### src/rtl/held_key_table_min_report_unit_assert.svh
// assertion macros for the held key table
`ifndef HELD_KEY_TABLE_MIN_REPORT_UNIT_ASSERT_SVH
`define HELD_KEY_TABLE_MIN_REPORT_UNIT_ASSERT_SVH

`ifndef SYNTHESIS
// property checked on every clock edge outside reset
`define HKT_ASSERT(lbl, clk, rst_n, prop, msg) \
    lbl: assert property (@(posedge clk) disable iff (!rst_n) (prop)) else $error(msg);
// antecedent implies consequent in the following cycle
`define HKT_ASSERT_NEXT(lbl, clk, rst_n, ante, cons, msg) \
    lbl: assert property (@(posedge clk) disable iff (!rst_n) (ante) |=> (cons)) \
        else $error(msg);
`else
`define HKT_ASSERT(lbl, clk, rst_n, prop, msg)
`define HKT_ASSERT_NEXT(lbl, clk, rst_n, ante, cons, msg)
`endif

`endif

### src/rtl/hktmr_pkg.sv
// shared types and constants of the held key table
package hktmr_pkg;

    localparam int RESULT_CAP = 8;
    localparam int RIW        = 3;
    localparam int REP_W      = 4;

    localparam logic [7:0] SEEN_CAP     = 8'd255;
    localparam logic [7:0] HOLD_MIN_RST = 8'd2;

    localparam logic [1:0] REQ_KEY   = 2'd0;
    localparam logic [1:0] REQ_SNAP  = 2'd1;
    localparam logic [1:0] REQ_CLEAR = 2'd2;

    typedef struct packed {
        logic [7:0] row;
        logic [7:0] col;
        logic [7:0] seen;
        logic       pend;
    } t_entry;

    // capture of a reported key during the snapshot pass
    typedef struct packed {
        logic           we;
        logic [RIW-1:0] idx;
        logic [7:0]     row;
        logic [7:0]     col;
    } t_cap;

    // load of one result item into the output register
    typedef struct packed {
        logic             load;
        logic [RIW-1:0]   idx;
        logic             ent;
        logic             last;
        logic [REP_W-1:0] rep;
        logic [REP_W-1:0] held;
    } t_emit;

endpackage

### src/rtl/held_key_table_min_report_unit.sv
// held key table: key events, snapshots with deferred release, release-all
// key event: accept, a memory read and a compare per entry searched, a read and a move
// per entry shifted down behind a removed key, an add step on a miss, then a result load
// snapshot: accept, a read and an update per held entry, then one load per result item
// results show in the cycle after loading and wait while the output register is full
// reset (synchronous, active low) empties the table and sets the release threshold to 2
`include "held_key_table_min_report_unit_assert.svh"

module held_key_table_min_report_unit
    import hktmr_pkg::*;
#(
    parameter int MAX_KEYS = 8
) (
    input  logic             i_clk,
    input  logic             i_rst_n,
    input  logic             i_cfg_we,
    input  logic [7:0]       i_cfg_wdata,
    input  logic             i_valid,
    output logic             o_ready,
    input  logic [1:0]       i_req_type,
    input  logic [7:0]       i_key_row,
    input  logic [7:0]       i_key_col,
    input  logic             i_pressed,
    input  logic [7:0]       i_snapshot_limit,
    output logic             o_valid,
    input  logic             i_ready,
    output logic [7:0]       o_out_row,
    output logic [7:0]       o_out_col,
    output logic             o_entry_valid,
    output logic             o_last,
    output logic [REP_W-1:0] o_reported_count,
    output logic [REP_W-1:0] o_held_count
);

    localparam int IW = (MAX_KEYS > 1) ? $clog2(MAX_KEYS) : 1;
    localparam int CW = $clog2(MAX_KEYS + 1);
    localparam logic [CW-1:0] ONE     = CW'(1);
    localparam logic [CW-1:0] CNT_MAX = CW'(MAX_KEYS);

    typedef enum logic [6:0] {
        S_IDLE = 7'b0000001,
        S_RD   = 7'b0000010,
        S_EV   = 7'b0000100,
        S_SHRD = 7'b0001000,
        S_SHEV = 7'b0010000,
        S_ADD  = 7'b0100000,
        S_EMIT = 7'b1000000
    } t_state;

    t_state           r_state, n_state;
    logic [CW-1:0]    r_cnt, n_cnt;
    logic [CW-1:0]    r_idx, n_idx;
    logic [CW-1:0]    r_wp, n_wp;
    logic [1:0]       r_req, n_req;
    logic [7:0]       r_row, n_row;
    logic [7:0]       r_col, n_col;
    logic             r_down, n_down;
    logic [REP_W-1:0] r_n, n_n;
    logic [RIW-1:0]   r_emit, n_emit;
    logic [7:0]       r_hold_min;

    logic             mem_we;
    logic [IW-1:0]    mem_waddr;
    t_entry           mem_wdata;
    logic [IW-1:0]    mem_raddr;
    t_entry           mem_rdata;
    t_cap             cap;
    t_emit            emit;
    logic             ob_space;

    logic [CW+7:0]    acc_cnt_x;
    logic [CW+7:0]    acc_lim_x;
    logic [CW+7:0]    acc_min;
    logic [REP_W-1:0] acc_n;
    logic [CW+2:0]    idx_x;
    logic [CW+2:0]    n_x;
    logic [CW+3:0]    held_x;
    logic [REP_W-1:0] emit_x;
    logic [CW-1:0]    idx_inc;
    logic [CW-1:0]    idx_dec;
    logic [CW-1:0]    wp_next;
    logic             more;
    logic             match;
    logic [7:0]       seen_inc;
    logic             drop;
    logic             last_c;

    hktmr_mem #(
        .DEPTH (MAX_KEYS),
        .IW    (IW)
    ) u_mem (
        .i_clk   (i_clk),
        .i_we    (mem_we),
        .i_waddr (mem_waddr),
        .i_wdata (mem_wdata),
        .i_raddr (mem_raddr),
        .o_rdata (mem_rdata)
    );

    hktmr_obuf u_obuf (
        .i_clk            (i_clk),
        .i_rst_n          (i_rst_n),
        .i_cap            (cap),
        .i_emit           (emit),
        .o_space          (ob_space),
        .i_ready          (i_ready),
        .o_valid          (o_valid),
        .o_out_row        (o_out_row),
        .o_out_col        (o_out_col),
        .o_entry_valid    (o_entry_valid),
        .o_last           (o_last),
        .o_reported_count (o_reported_count),
        .o_held_count     (o_held_count)
    );

    // number of keys a snapshot reports, from the count before the step
    assign acc_cnt_x = {8'd0, r_cnt};
    assign acc_lim_x = {{CW{1'b0}}, i_snapshot_limit};
    assign acc_min   = (acc_cnt_x < acc_lim_x) ? acc_cnt_x : acc_lim_x;
    assign acc_n     = (acc_min > (CW+8)'(RESULT_CAP)) ? REP_W'(RESULT_CAP)
                                                        : acc_min[REP_W-1:0];

    assign idx_x    = {3'b000, r_idx};
    assign n_x      = (CW+3)'(r_n);
    assign held_x   = {4'b0000, r_cnt};
    assign emit_x   = {1'b0, r_emit};
    assign idx_inc  = r_idx + ONE;
    assign idx_dec  = r_idx - ONE;
    assign more     = idx_inc < r_cnt;
    assign match    = (mem_rdata.row == r_row) && (mem_rdata.col == r_col);
    assign seen_inc = (mem_rdata.seen == SEEN_CAP) ? SEEN_CAP : mem_rdata.seen + 8'd1;
    assign drop     = mem_rdata.pend && (seen_inc >= r_hold_min);
    assign wp_next  = drop ? r_wp : r_wp + ONE;
    assign last_c   = (r_n == '0) || ((emit_x + 4'd1) == r_n);

    assign o_ready  = (r_state == S_IDLE);

    always_comb begin
        n_state   = r_state;
        n_cnt     = r_cnt;
        n_idx     = r_idx;
        n_wp      = r_wp;
        n_req     = r_req;
        n_row     = r_row;
        n_col     = r_col;
        n_down    = r_down;
        n_n       = r_n;
        n_emit    = r_emit;
        mem_we    = 1'b0;
        mem_waddr = r_idx[IW-1:0];
        mem_wdata = mem_rdata;
        mem_raddr = r_idx[IW-1:0];
        cap       = '0;
        emit      = '0;
        case (r_state)
            S_IDLE: begin
                if (i_valid) begin
                    n_req  = i_req_type;
                    n_row  = i_key_row;
                    n_col  = i_key_col;
                    n_down = i_pressed;
                    n_idx  = '0;
                    n_wp   = '0;
                    n_emit = '0;
                    n_n    = '0;
                    case (i_req_type)
                        REQ_KEY: begin
                            n_state = (r_cnt == '0) ? S_ADD : S_RD;
                        end
                        REQ_SNAP: begin
                            n_n     = acc_n;
                            n_state = (r_cnt == '0) ? S_EMIT : S_RD;
                        end
                        REQ_CLEAR: begin
                            n_cnt   = '0;
                            n_state = S_EMIT;
                        end
                        default: begin
                            n_state = S_EMIT;
                        end
                    endcase
                end
            end
            S_RD: begin
                n_state = S_EV;
            end
            S_EV: begin
                if (r_req == REQ_SNAP) begin
                    cap.we  = idx_x < n_x;
                    cap.idx = idx_x[RIW-1:0];
                    cap.row = mem_rdata.row;
                    cap.col = mem_rdata.col;
                    // compact in place: the write pointer never passes the read index
                    if (!drop) begin
                        mem_we    = 1'b1;
                        mem_waddr = r_wp[IW-1:0];
                        mem_wdata = '{row: mem_rdata.row, col: mem_rdata.col,
                                      seen: seen_inc, pend: mem_rdata.pend};
                    end
                    n_wp = wp_next;
                    if (more) begin
                        n_idx   = idx_inc;
                        n_state = S_RD;
                    end else begin
                        n_cnt   = wp_next;
                        n_state = S_EMIT;
                    end
                end else if (match) begin
                    if (r_down) begin
                        mem_we         = 1'b1;
                        mem_wdata.pend = 1'b0;
                        n_state        = S_EMIT;
                    end else if (mem_rdata.seen >= r_hold_min) begin
                        if (more) begin
                            n_idx   = idx_inc;
                            n_state = S_SHRD;
                        end else begin
                            n_cnt   = r_cnt - ONE;
                            n_state = S_EMIT;
                        end
                    end else begin
                        mem_we         = 1'b1;
                        mem_wdata.pend = 1'b1;
                        n_state        = S_EMIT;
                    end
                end else if (more) begin
                    n_idx   = idx_inc;
                    n_state = S_RD;
                end else begin
                    n_state = S_ADD;
                end
            end
            S_SHRD: begin
                n_state = S_SHEV;
            end
            S_SHEV: begin
                // move the entry just read one place down
                mem_we    = 1'b1;
                mem_waddr = idx_dec[IW-1:0];
                if (more) begin
                    n_idx   = idx_inc;
                    n_state = S_SHRD;
                end else begin
                    n_cnt   = r_cnt - ONE;
                    n_state = S_EMIT;
                end
            end
            S_ADD: begin
                if (r_down && (r_cnt < CNT_MAX)) begin
                    mem_we    = 1'b1;
                    mem_waddr = r_cnt[IW-1:0];
                    mem_wdata = '{row: r_row, col: r_col, seen: 8'd0, pend: 1'b0};
                    n_cnt     = r_cnt + ONE;
                end
                n_state = S_EMIT;
            end
            S_EMIT: begin
                if (ob_space) begin
                    emit.load = 1'b1;
                    emit.idx  = r_emit;
                    emit.ent  = (r_n != '0);
                    emit.last = last_c;
                    emit.rep  = r_n;
                    emit.held = held_x[REP_W-1:0];
                    if (last_c) begin
                        n_state = S_IDLE;
                    end else begin
                        n_emit = r_emit + 3'd1;
                    end
                end
            end
            default: begin
                n_state = S_IDLE;
            end
        endcase
    end

    always_ff @(posedge i_clk) begin
        if (!i_rst_n) begin
            r_state    <= S_IDLE;
            r_cnt      <= '0;
            r_hold_min <= HOLD_MIN_RST;
        end else begin
            r_state <= n_state;
            r_cnt   <= n_cnt;
            if (i_cfg_we) begin
                r_hold_min <= i_cfg_wdata;
            end
        end
    end

    always_ff @(posedge i_clk) begin
        r_idx  <= n_idx;
        r_wp   <= n_wp;
        r_req  <= n_req;
        r_row  <= n_row;
        r_col  <= n_col;
        r_down <= n_down;
        r_n    <= n_n;
        r_emit <= n_emit;
    end

    `HKT_ASSERT(a_cnt_bound, i_clk, i_rst_n, r_cnt <= CNT_MAX, "entry count above table size")
    `HKT_ASSERT(a_wp_behind, i_clk, i_rst_n,
        !((r_state == S_EV) && (r_req == REQ_SNAP)) || (r_wp <= r_idx),
        "compaction write pointer passed read index")
    `HKT_ASSERT(a_emit_range, i_clk, i_rst_n,
        !((r_state == S_EMIT) && (r_n != '0)) || (emit_x < r_n),
        "result index beyond reported count")
    `HKT_ASSERT_NEXT(a_accept_busy, i_clk, i_rst_n, i_valid && o_ready,
        r_state != S_IDLE, "accepted item left the sequencer idle")

endmodule

### src/rtl/hktmr_mem.sv
// entry memory: one write port, one registered read port
module hktmr_mem
    import hktmr_pkg::*;
#(
    parameter int DEPTH = 8,
    parameter int IW    = 3
) (
    input  logic          i_clk,
    input  logic          i_we,
    input  logic [IW-1:0] i_waddr,
    input  t_entry        i_wdata,
    input  logic [IW-1:0] i_raddr,
    output t_entry        o_rdata
);

    t_entry r_mem [DEPTH];
    t_entry r_rdata;

    always_ff @(posedge i_clk) begin
        if (i_we) begin
            r_mem[i_waddr] <= i_wdata;
        end
        r_rdata <= r_mem[i_raddr];
    end

    assign o_rdata = r_rdata;

endmodule

### src/rtl/hktmr_obuf.sv
// snapshot capture buffer and output register
module hktmr_obuf
    import hktmr_pkg::*;
(
    input  logic             i_clk,
    input  logic             i_rst_n,
    input  t_cap             i_cap,
    input  t_emit            i_emit,
    output logic             o_space,
    input  logic             i_ready,
    output logic             o_valid,
    output logic [7:0]       o_out_row,
    output logic [7:0]       o_out_col,
    output logic             o_entry_valid,
    output logic             o_last,
    output logic [REP_W-1:0] o_reported_count,
    output logic [REP_W-1:0] o_held_count
);

    logic [7:0]       r_buf_row [RESULT_CAP];
    logic [7:0]       r_buf_col [RESULT_CAP];
    logic             r_valid;
    logic [7:0]       r_row;
    logic [7:0]       r_col;
    logic             r_ent;
    logic             r_last;
    logic [REP_W-1:0] r_rep;
    logic [REP_W-1:0] r_held;

    always_ff @(posedge i_clk) begin
        if (i_cap.we) begin
            r_buf_row[i_cap.idx] <= i_cap.row;
            r_buf_col[i_cap.idx] <= i_cap.col;
        end
        if (i_emit.load) begin
            r_row  <= i_emit.ent ? r_buf_row[i_emit.idx] : 8'd0;
            r_col  <= i_emit.ent ? r_buf_col[i_emit.idx] : 8'd0;
            r_ent  <= i_emit.ent;
            r_last <= i_emit.last;
            r_rep  <= i_emit.rep;
            r_held <= i_emit.held;
        end
    end

    always_ff @(posedge i_clk) begin
        if (!i_rst_n) begin
            r_valid <= 1'b0;
        end else if (i_emit.load) begin
            r_valid <= 1'b1;
        end else if (i_ready) begin
            r_valid <= 1'b0;
        end
    end

    assign o_space          = !r_valid || i_ready;
    assign o_valid          = r_valid;
    assign o_out_row        = r_row;
    assign o_out_col        = r_col;
    assign o_entry_valid    = r_ent;
    assign o_last           = r_last;
    assign o_reported_count = r_rep;
    assign o_held_count     = r_held;

endmodule
### config.mk
export PLATFORM = sky130hd
export DESIGN_NAME = held_key_table_min_report_unit
export DESIGN_NICKNAME = d
export VERILOG_FILES = /design/src/rtl/hktmr_pkg.sv /design/src/rtl/held_key_table_min_report_unit.sv /design/src/rtl/hktmr_mem.sv /design/src/rtl/hktmr_obuf.sv
export VERILOG_INCLUDE_DIRS = /design/src /design/src/rtl
export SDC_FILE = /design/constraint.sdc
export NUM_CORES = 1
export LEC_CHECK = 0
export BUFFER_PORTS_ARGS = -buffer_cell sky130_fd_sc_hd__buf_2
export CORE_MARGIN = 2
export CORE_UTILIZATION = 55
export CTS_CLUSTER_DIAMETER = 80
export CTS_CLUSTER_SIZE = 24
export DETAILED_ROUTE_END_ITERATION = 16
export GPL_TIMING_DRIVEN = 0
export PLACE_DENSITY = 0.72
export SYNTH_ARGS = -nofsm -noshare
export SYNTH_HDL_FRONTEND = slang
export SYNTH_SLANG_ARGS = --single-unit
### constraint.sdc
create_clock -name i_clk -period 5.7 [get_ports i_clk]
set_input_delay 1.14 -clock i_clk [delete_from_list [all_inputs] [get_ports i_clk]]
set_output_delay 1.14 -clock i_clk [all_outputs]
set_load 0.01 [all_outputs]
==> impl_metrics.toml <==
[status]
status = "completed"

[pwr]
finalPower_uw = 6610
ir_worst_vdd_mv = 0.233
p_leak_uw = 0.00642
p_per_area_nw_per_um2 = 331

[logic_synthesis]
synthesis.nets = 1203
synth_edf_count = 388
yosys.area.top_type = "edfxtp_1"
synth_top_area_share_pct = 64.4
syn_area_per_cell_sq_um = 16.0
synth_ff_type = "edfxtp_1"
ys.warnings.count = 0
synth-seq-cells = 433
synthTopCellsByArea = "edfxtp_1 (64%), mux4_2 (9.3%), dfxtp_1 (5.0%)"
syn_inst = 1131
seq_area_frac_synth_pct = 69.4
synthArstFlopShare_pct = 0
synthDistinctLibCells = 70
synth_area_sq_um = 18100

[worst_setup_path]
cp-endpoint = "u_mem.r_mem[3][6]$_DFFE_PP_"
cp-start-kind = "flop"
cp-startpoint = "u_mem.o_rdata[2]$_DFF_P_"
critical_path_required_ns = 5.95
r2r-end = "u_mem.r_mem[3][6]$_DFFE_PP_"
worstPathMaxFanout = 17
reg2reg_from = "u_mem.o_rdata[2]$_DFF_P_"
crit_arrival_ns = 4.66
worstSetupEndpointType = "flop"
rrSetupSlack_ns = 1.29
reg2reg_depth = 14
setup.worst_path.class = "reg -> reg"

[grt]
grt_usage_pct = 22.1
busiest_layer = "met2"
grt_pass1_wl_microns = 57100
grt_max_degree = 36
antenna_found_initial = 0
grt_use_met1_pct = 30.7
grt_pass1_vias = 9909
globalRouteOverflowTotal = 0
grt_use_met2_pct = 38.2
use_met3_pct = 2.32

[placed_design]
hpwl_microns = 25500
port_buffers = 66
gp_congestion = 0.808

[cts]
hold_buffers = 0
cts-root-buf = "clkbuf_16"
clock-sinks = 433
h-tree-depth = 1
clk_pin_slew_worst_paths_ns = 0.10
clockBufferDepth = 3
clk-insertion-delay-late_ns = 0.56
postCtsSetupBuffers = 0
cts_resized = 0
cts_buffers = 22
cts_tree = "built"

[detailed_routing]
vias = 10100
ant_nets = 0
firstDrtPassIters = 6
drc = 0
avgRoutedWirePerCell_microns = 21.9
first_iter_violations = 930
postRouteWirelength_microns = 37000
via_per_inst = 5.99

[cells_and_area]
seqCellArea_sq_um = 12600
fin_nets = 1307
num-fill-cells = 2329
drive_above_1_share_pct = 20.1
layout_common_cells = "edfxtp_1 (388), nand2_1 (131), buf_2 (80)"
n_antenna_cell = 0
syn_to_final_growth_pct = 10.4
multi_input_area_sq_um = 5300
final_common_cell = "edfxtp_1"

[sta]
slew_headroom_pct = 15.4
hold_viol_final = 0
skew_ns = 0.0240
setup_viol = 0
rsz0062_at_grt = "no"
finalCritPeriodShare_pct = 77.3
timing.fmax_mhz = 227
slew_viol_final = 0
min_period_ns = 4.41
tns_ns = 0
tightest_slew_ns = 1.26

[floorplanning]
chipHeight_microns = 185
core_sq_um = 32500
io_pins = 68
fp.dieArea_sq_um = 34300
fp.dieW_microns = 185
start_util_pct = 55.7
rows = 66

[worst_hold_path]
hp-class = "reg -> reg"

[job]
drv_cap = 0
## state kept, by name, summed over array words and instances (netlist names), 7 cells and up
name,flops
r_hold_min,8
u_obuf.r_buf_row,64
r_row,8
u_obuf.o_out_col,8
u_mem.o_rdata,25
u_obuf.o_out_row,8
r_state,7
u_obuf.r_buf_col,64
r_col,8
u_mem.r_mem,200
## synth_stat cells (all sizes together), types with 21 or more instances
library cell	n
o21ai	27
a21oi	40
clkbuf	29
nor3	22
xnor2	26
mux2	25
dfxtp	45
nor2	50
and2	21
inv	27
nand2	132
mux2i	22
mux4	75
ha	32
edfxtp	388
## where the power goes
part / total [uW] / switching, uW / internal, uW
clock: 1730 / 962 / 767
combinational: 1080 / 654 / 427
sequential: 3800 / 129 / 3680
total: 6610 / 1750 / 4870
## per-stage QoR
step / cell area (sq um) / cells / hold slack, ns / util, % / setup WS, ns
after floorplan: 18100 / 1131 / 0.460 / - / 1.50
after global placement: 19000 / 1639 / 0.477 / 58.4 / -0.168
after detailed placement: 19300 / 1653 / 0.485 / 59.5 / 1.36
after CTS: 20000 / 1692 / 0.510 / 61.5 / 1.29
after global routing: 20000 / 1692 / 0.555 / 61.5 / 0.945
final: 20000 / 1692 / 0.509 / 61.5 / 1.29
## layout make-up
cell class | count | share of cell area, %
Clock inverter | 3 | 0.144
Buffer | 49 | 1.07
Sequential cell | 433 | 62.9
Inverter | 28 | 0.526
Clock buffer | 36 | 3.13
Multi-Input combinational cell | 621 | 26.5
Tap cell | 442 | 2.77
Timing Repair Buffer | 80 | 2.95
## critical path, cell delays in order (launching register included)
cell       delay, ns
dfxtp_1         0.43
ha_1            0.21
and2_1          0.13
clkbuf_1        0.22
nand3_1         0.31
o21ai_0         0.20
ha_1            0.28
a211oi_1        0.19
o21ai_0         0.14
a211oi_1        0.49
o2bb2ai_2       0.21
o21ai_1         0.25
nand2_1         0.33
nor2_4          0.46
buf_16          0.23
## layer usage
metal	share of wire (%)	vias to the layer above	wire length [microns]
met5	0	-	0
met3	5.9	46	2170
met1	42	5156	15500
li1	-	4567	-
met2	50	364	18600
met4	2.0	0	747
## worst min path at each step
stage	endpoint	startpoint	slack (ns)	cells past startpoint
final	r_hold_min[3]$_SDFFE_PN0P_	r_hold_min[3]$_SDFFE_PN0P_	0.51	2
after global routing	r_hold_min[4]$_SDFFE_PN0P_	r_hold_min[4]$_SDFFE_PN0P_	0.55	2
after CTS	r_hold_min[3]$_SDFFE_PN0P_	r_hold_min[3]$_SDFFE_PN0P_	0.51	2
after detailed placement	r_hold_min[3]$_SDFFE_PN0P_	r_hold_min[3]$_SDFFE_PN0P_	0.49	2
after global placement	r_hold_min[3]$_SDFFE_PN0P_	r_hold_min[3]$_SDFFE_PN0P_	0.48	2
after floorplan	r_state[2]$_SDFFE_PN0P_	r_state[1]$_SDFFE_PN0P_	0.46	2
## cell families after synthesis
kind of cell    Yosys count  synth area share, %
mux                     122                 12.1
buf+inv                  77                 1.76
xor+xnor                 32                 1.55
compound gates          125                 4.62
simple gates            310                 8.31
flops                   433                 69.4
fa+ha+maj                32                 2.21
(Power assumes the default switching activity.)
